<file path="src/rspe_pkg.sv">
// Shared constants, types and GF(2^8) helpers for the Reed-Solomon parity encoder.
// No dependencies; every file but the checker refers to this package by scoped names.
`timescale 1ns / 1ps
`default_nettype none

package rspe_pkg;

    // Generator storage: one slot per coefficient of the largest generator.
    localparam int GEN_SLOTS = 32;
    localparam int REM_SLOTS = GEN_SLOTS - 1;
    localparam int CNT_W = $clog2(GEN_SLOTS);
    localparam int CFG_W = 5;
    localparam int PARITY_RESET = 10;

    // Field polynomial x^8+x^4+x^3+x^2+1 without its top term.
    localparam logic [7:0] FIELD_LOW = 8'h1D;
    localparam logic [7:0] FIELD_TOP = 8'h80;

    // Depth of the queue between the intake and the encoder core.
    localparam int Q_DEPTH = 4;
    localparam int Q_PTR_W = $clog2(Q_DEPTH);

    // Remainder and reversed generator taps, entry 0 in the low byte.
    typedef logic [REM_SLOTS-1:0][7:0] rem_vec_t;

    // One queued message byte with its end-of-message tag.
    typedef struct packed {
        logic [7:0] data;
        logic       last;
    } q_entry_t;

    // Control from the tap builder to the intake and the core.
    typedef struct packed {
        logic busy;
        logic clear;
    } tap_ctrl_t;

    // Multiply by alpha, reducing by the field polynomial.
    function automatic logic [7:0] gf_xtime(input logic [7:0] a);
        logic [7:0] shl;
        shl = {a[6:0], 1'b0};
        return ((a & FIELD_TOP) != 8'h00) ? (shl ^ FIELD_LOW) : shl;
    endfunction

    // Full GF(2^8) product, shift-and-add over the eight bits of b.
    function automatic logic [7:0] gf_mul(input logic [7:0] a, input logic [7:0] b);
        logic [7:0] x;
        logic [7:0] acc;
        x = a;
        acc = 8'h00;
        for (int i = 0; i < 8; i++)
        begin
            if (b[i])
            begin
                acc = acc ^ x;
            end
            x = gf_xtime(x);
        end
        return acc;
    endfunction

    // Limit a written parity count to the range the generator storage holds.
    function automatic logic [CNT_W-1:0] clamp_count(input logic [CFG_W-1:0] v);
        logic [CNT_W-1:0] res;
        if (v == '0)
        begin
            res = CNT_W'(1);
        end
        else if (int'(v) > REM_SLOTS)
        begin
            res = CNT_W'(REM_SLOTS);
        end
        else
        begin
            res = CNT_W'(v);
        end
        return res;
    endfunction

endpackage

`default_nettype wire

</file>
<file path="src/rspe_front.sv">
// Intake side of the encoder: accepts message bytes and queues them with their last tag.
// Depends on rspe_pkg for the queue depth and entry type.
`timescale 1ns / 1ps
`default_nettype none

module rspe_front (
    input  wire                 clk,
    input  wire                 rst_n,
    input  wire                 s_axis_tvalid,
    output logic                s_axis_tready,
    input  wire  [7:0]          s_axis_tdata,
    input  wire                 s_axis_tlast,
    input  rspe_pkg::tap_ctrl_t ctrl,
    input  wire                 pop,
    output logic                q_valid,
    output rspe_pkg::q_entry_t  q_head
);

    rspe_pkg::q_entry_t            mem_reg [rspe_pkg::Q_DEPTH];
    logic [rspe_pkg::Q_PTR_W-1:0]  wr_ptr_reg;
    logic [rspe_pkg::Q_PTR_W-1:0]  rd_ptr_reg;
    logic [rspe_pkg::Q_PTR_W:0]    count_reg;
    logic [rspe_pkg::Q_PTR_W:0]    count_next;
    logic                          push;
    logic                          do_pop;

    // Requests are held off while the generator is being built or the queue is full.
    assign s_axis_tready = !ctrl.busy &&
                           (count_reg != (rspe_pkg::Q_PTR_W + 1)'(rspe_pkg::Q_DEPTH));
    assign push = s_axis_tvalid && s_axis_tready;
    assign q_valid = (count_reg != '0);
    assign do_pop = pop && q_valid;
    assign q_head = mem_reg[rd_ptr_reg];

    assign count_next = count_reg + (rspe_pkg::Q_PTR_W + 1)'(push)
                                  - (rspe_pkg::Q_PTR_W + 1)'(do_pop);

    // Queue pointers and fill level.
    always_ff @(posedge clk or negedge rst_n)
    begin
        if (!rst_n)
        begin
            wr_ptr_reg <= '0;
            rd_ptr_reg <= '0;
            count_reg  <= '0;
        end
        else if (ctrl.clear)
        begin
            wr_ptr_reg <= '0;
            rd_ptr_reg <= '0;
            count_reg  <= '0;
        end
        else
        begin
            if (push)
            begin
                wr_ptr_reg <= wr_ptr_reg + rspe_pkg::Q_PTR_W'(1);
            end
            if (do_pop)
            begin
                rd_ptr_reg <= rd_ptr_reg + rspe_pkg::Q_PTR_W'(1);
            end
            count_reg <= count_next;
        end
    end

    // Queue storage; each entry carries the byte and whether it ends the message.
    always_ff @(posedge clk)
    begin
        if (push)
        begin
            mem_reg[wr_ptr_reg] <= '{data: s_axis_tdata, last: s_axis_tlast};
        end
    end

endmodule

`default_nettype wire

</file>
<file path="config.mk">
export PLATFORM = sky130hd
export DESIGN_NAME = rspe_front
export DESIGN_NICKNAME = d
export VERILOG_FILES = /design/src/rspe_pkg.sv /design/src/rspe_front.sv
export SDC_FILE = /design/constraint.sdc
export NUM_CORES = 1
export LEC_CHECK = 0
export BUFFER_PORTS_ARGS = -buffer_cell sky130_fd_sc_hd__buf_2
export CELL_PAD_IN_SITES_DETAIL_PLACEMENT = 1
export CELL_PAD_IN_SITES_GLOBAL_PLACEMENT = 2
export CORE_AREA = 2 2 71 73
export CTS_BUF_LIST = sky130_fd_sc_hd__clkbuf_8
export DETAILED_ROUTE_END_ITERATION = 8
export DIE_AREA = 0 0 73 75
export PLACE_DENSITY_LB_ADDON = 0.1
export SETUP_SLACK_MARGIN = 0.15
export SYNTH_ARGS = -nofsm -noshare
export SYNTH_HDL_FRONTEND = slang
export SYNTH_SLANG_ARGS = --single-unit
</file>
<file path="constraint.sdc">
create_clock -name clk -period 1.8 [get_ports clk]
set_input_delay 0.36 -clock clk [delete_from_list [all_inputs] [get_ports clk]]
set_output_delay 0.36 -clock clk [all_outputs]
set_load 0.05 [all_outputs]
</file>
* Word level (Yosys, flattened, before mapping) *
Memories as Yosys holds them, arrays and structs flattened.
Cells that the tools add are included.

word-level totals
  output and inout bits = 11
  input bits = 15
  word-level logic and storage cells = 23
  memories = 1
  register bits after elaboration = 7
  RAM bits = 36

operators by class
  reduce and logical (&&, ||, !) cells = 7
  multiplexer cells = 7
  $add $sub $neg = 4
  equality and inequality tests = 1

memories
  memory   depth  width  read ports  clocked after Yosys merged registers in  write ports  RTL line          source
  mem_reg  4      9      1           0                                        1            rspe_front.sv:19  rspe_pkg::q_entry_t mem_reg [rspe_pkg::Q_DEPTH];

operator list
  operator                                      count
  2-to-1 mux 2 bit                              4
  adder 2 x 1 -> 2 bit, second input constant   2
  nonzero test 2 bit                            2
  adder 3 x 1 -> 3 bit                          1
  logical AND 1 bit                             3
  2-to-1 mux 3 bit                              1
  inequality test 3 bit, second input constant  1
  nonzero test 3 bit                            1
  subtractor 3 x 1 -> 3 bit                     1
  2-to-1 mux 1 bit                              2
  zero test 1 bit                               1

* Depth between registers and ports, before layout *
  word-level depth = 6
  mapped depth = 10
  mapped depth without buffers = 10

* Least setup slack after synthesis *
No wires, ideal clock.

  kind = reg2reg
  start = register count_reg[1] (netlist name)
  end = register count_reg[2] (netlist name)
  arrival = 1826 ps
  stages on the path, launching flop included = 9
  data required time = 1671 ps
  setup slack = -155 ps
  buffers on the path = 0
  period minus slack after synthesis = 1955 ps
  setup time = 129 ps
  cells stage by stage = dfrtp_1 -> o31a_1 -> ha_1 -> inv_1 -> ha_1 -> inv_1 -> fa_1 -> xnor2_1 -> nor2_1

between the ends
  longest elaborated chain between the ends = 6
  elaborated cells on any way between the ends = 8
  classes of those cells = add/sub (2); eq/ne (1); mux (1); reduce/logical (4)

RTL lines
  element                      RTL line          source
  start: declaration           rspe_front.sv:22  logic [rspe_pkg::Q_PTR_W:0] count_reg;
  start signal: assignment     rspe_front.sv:63  count_reg <= count_next;
  inequality test 3 bit        rspe_front.sv:29  (count_reg != (rspe_pkg::Q_PTR_W + 1)'(rspe_pkg::Q_DEPTH));
  logical AND 1 bit            rspe_front.sv:28  assign s_axis_tready = !ctrl.busy &&
  logical AND 1 bit            rspe_front.sv:30  assign push = s_axis_tvalid && s_axis_tready;
  adder 3 x 1 -> 3 bit         rspe_front.sv:35  assign count_next = count_reg + (rspe_pkg::Q_PTR_W + 1)'(push)
  subtractor 3 x 1 -> 3 bit *  rspe_front.sv:36  - (rspe_pkg::Q_PTR_W + 1)'(do_pop);
  2-to-1 mux 3 bit *           rspe_front.sv:47  else if (ctrl.clear)

Mark *: on every way between the ends. The rest lies on a longest branch, timed or not.
A chain may end at the register's enable or synchronous reset.

* Worst setup path in the final report *
  start = register count_reg[1] (netlist name)
  end = register count_reg[1] (netlist name)

Same word-level chain as after synthesis.

==> run metrics <==
outcome=complete, but fails checks; violated checks=setup timing; reg2reg start=count_reg[1]$_DFF_PN0_; fraction of registers with async set/reset=16.28%; PortBufs=25; CORE AREA=4661 um^2; crit path time final=~1900 ps; initial antenna violation count=0; final worst setup slack=-143.0 ps; global-route wire length before repair=~5300 um; Worst-path clk slew=around 70 ps; Post-synth EDFFs=36; crit path launch=count_reg[1]$_DFF_PN0_; final-report setup violation count=12; Reg2Reg Depth=7; switching part of the total=33.70%; post-synthesis sequential area ratio=slightly above 70%; Setup TNS Final=-1265 ps; worst r2r dst=count_reg[1]$_DFF_PN0_; CTS Root Cell=clkbuf_8; Max-Cap Viols=0; part of the cycle the worst path needs=107.9%; critical path fanouts, max=4; number of routed nets with antenna violations=0; top-area cell type share of the netlist area=between 60% and 70%; clk_lat worst skew=about 290 ps; Clock Sinks=43; WL/cell=16.30 um; crit path kind=flop to flop; Crit. End Element=flop; Syn Area/Cell=19.16 um^2; Layout Skew=~3.2 ps; slew margin rel.=roughly 80%; RD Place Congestion=between 0.7 and 0.8; CP required=1980 ps; fin nets=~170; Pint=roughly 2200 uW; post-synthesis cell count=93; multi-input logic area=approximately 540 um^2; Yosys cell types=24; commonest cells in the synthesized netlist=edfxtp_1, mux4_2, dfrtp_1; PwrDens=1345 nW/um^2; grt ovf=0; P_sw=~1100 uW; row count=25; die width=between 70 and 80 um; Fmax=between 0.5 and 0.6 GHz; HP Class=input pin to flop; Flop pwr share=between 30% and 40%; Post-Syn Area=1782 um^2; fin cells=201; Critical Path Sink=count_reg[1]$_DFF_PN0_; First-pass DRT Iterations=4; cts bufs inserted=5; IO Count=26; VDD IR-drop max=slightly above 0.0006 V; Via density=roughly 5; placed cells=~190; pin count of the biggest net entering global routing=13; Mapped Nets=around 120; Place WS=-161.7 ps; clock buffer depth=2; CTS tree=built; hold slack final=approximately 280 ps; area added between synthesis and finish=37.01%; total power=around 3300 uW; post-detail-place hpwl=2334 um; r2r setup slk=-140 ps; Overall Global Routing Usage=~14%; Initial DRC Count=43; Comb power frac=between 40% and 50%; Synth area leader=edfxtp_1; max reg flops=36; starting density of the core=38.23%; die height=75 um; CTS H-tree depth=2; full die area=approximately 5500 um^2; Post-Route WL=3276 um; unrepaired setup endpoints after global routing=true; most numerous cell in the Yosys netlist=edfxtp_1; FF/Latch Area=1260 um^2; dominant synthesized flop cell=edfxtp_1; CP startpoint kind=flop; post-synthesis register bit count=43; Clk network pwr share=17.1%; DRC viols=0; top cells by area, synth=edfxtp_1, mux4_2, dfrtp_1, ha_1, mux4_1; Worst-Margin Slew=between 300 and 400 ps; via count=approximately 990; Diodes inserted=0; Arr. time, crit path=~2100 ps; yosys warns=0; final count of pins violating max slew=0; vias in the first global route=between 1000 and 1500; Leak=0.0009296 uW; share of layout cells above drive strength 1=a little over half; fillcell total=roughly 440; Fin. Hold Viols=0
[power groups by stage]
stage / Sequential (uW) / Clock, uW / Combinational [uW]
6_report: 1230 / 562 / 1490
5_1_grt: 1240 / 621 / 1600
4_1_cts: 1220 / 592 / 1370
3_5_place_dp: 1250 / 0 / 1130
3_3_place_gp: 1240 / 0 / 1120
2_1_floorplan: 1230 / 0 / 781
[cell usage in the layout (no fill, tap or decap), types with 3 or more instances in the layout]
master    synthesis  final
and2_1            4      3
buf_12            0      5
buf_2             1     14
buf_4             0     12
buf_6             1     15
clkbuf_8          0      5
dfrtp_1           7      4
dfrtp_2           0      3
edfxtp_1         36     36
ha_1              6      4
inv_1             5      4
mux4_2            8      9
nor2_1            6      6
[cells by family (layout without fill, tap and decap cells)]
logic type / Yosys count / after routing / share of synthesized area, %
xor gates and xnor gates: 4 / 4 / 1.967
buffers and inverters: 8 / 62 / 2.177
muxes: 11 / 11 / 12.99
AOI/OAI and AO/OA: 4 / 4 / 2.177
adders and majority gates: 7 / 7 / 5.337
DFF: 43 / 43 / 70.51
and+or+nand+nor: 16 / 16 / 4.846
[stage by stage]
| step | area (um^2) | utilization (%) |
|---|---|---|
| after global routing | 2441 | 52.38 |
| after floorplan | 1794 | - |
| after CTS | 2349 | 50.39 |
| after detailed placement | 2150 | 46.12 |
| after global placement | 2150 | 46.12 |
| final | 2441 | 52.38 |
[timing repair]
| action | in CTS | in global routing |
|---|---|---|
| buffers inserted | 3 | 4 |
| pin swaps | 0 | 6 |
| cloned | 0 | 0 |
| endpoints found under the hold margin | 7 | 0 |
| hold buffers | 1 | 0 |
| setup endpoints to repair | 13 | 13 |
| gates resized for setup | 29 | 15 |
[routing by layer]
metal | global-route usage [%] | wire (um)
met1 | 15.41 | 1277
met2 | 24.72 | 1835
met3 | 4.016 | 104
met4 | 5.556 | 58
met5 | 0 | 0
[critical path, cell delays in order (launching register included)]
cell and delay, ps:
dfrtp_2 430, o31a_1 360, ha_4 240, inv_4 50
ha_4 120, inv_2 30, fa_2 550, nor2_1 50
[how the worst min path moves through the flow]
stage          depth (start not counted)                   endpoint            start  slack [ps]
4_1_cts                                1    mem_reg[0][3]$_DFFE_PP_  s_axis_tdata[2]         280
6_report                               1    mem_reg[3][8]$_DFFE_PP_  s_axis_tdata[7]         280
2_1_floorplan                          0     count_reg[0]$_DFF_PN0_            rst_n          60
3_3_place_gp                           1  wr_ptr_reg[1]$_DFFE_PN0P_            rst_n         200
5_1_grt                                1    mem_reg[0][4]$_DFFE_PP_  s_axis_tdata[3]         270
3_5_place_dp                           1  wr_ptr_reg[1]$_DFFE_PN0P_            rst_n         210
[layout make-up]
type	count	share of cell area, %
sequential	43	51.61
clock buffer	5	2.819
inverter	5	0.8713
timing repair buffer	49	19.22
clock inverter	3	0.5126
tap	54	2.768
multi-input combinational	42	22.19
Note: power is estimated with default switching activity, not from simulation.
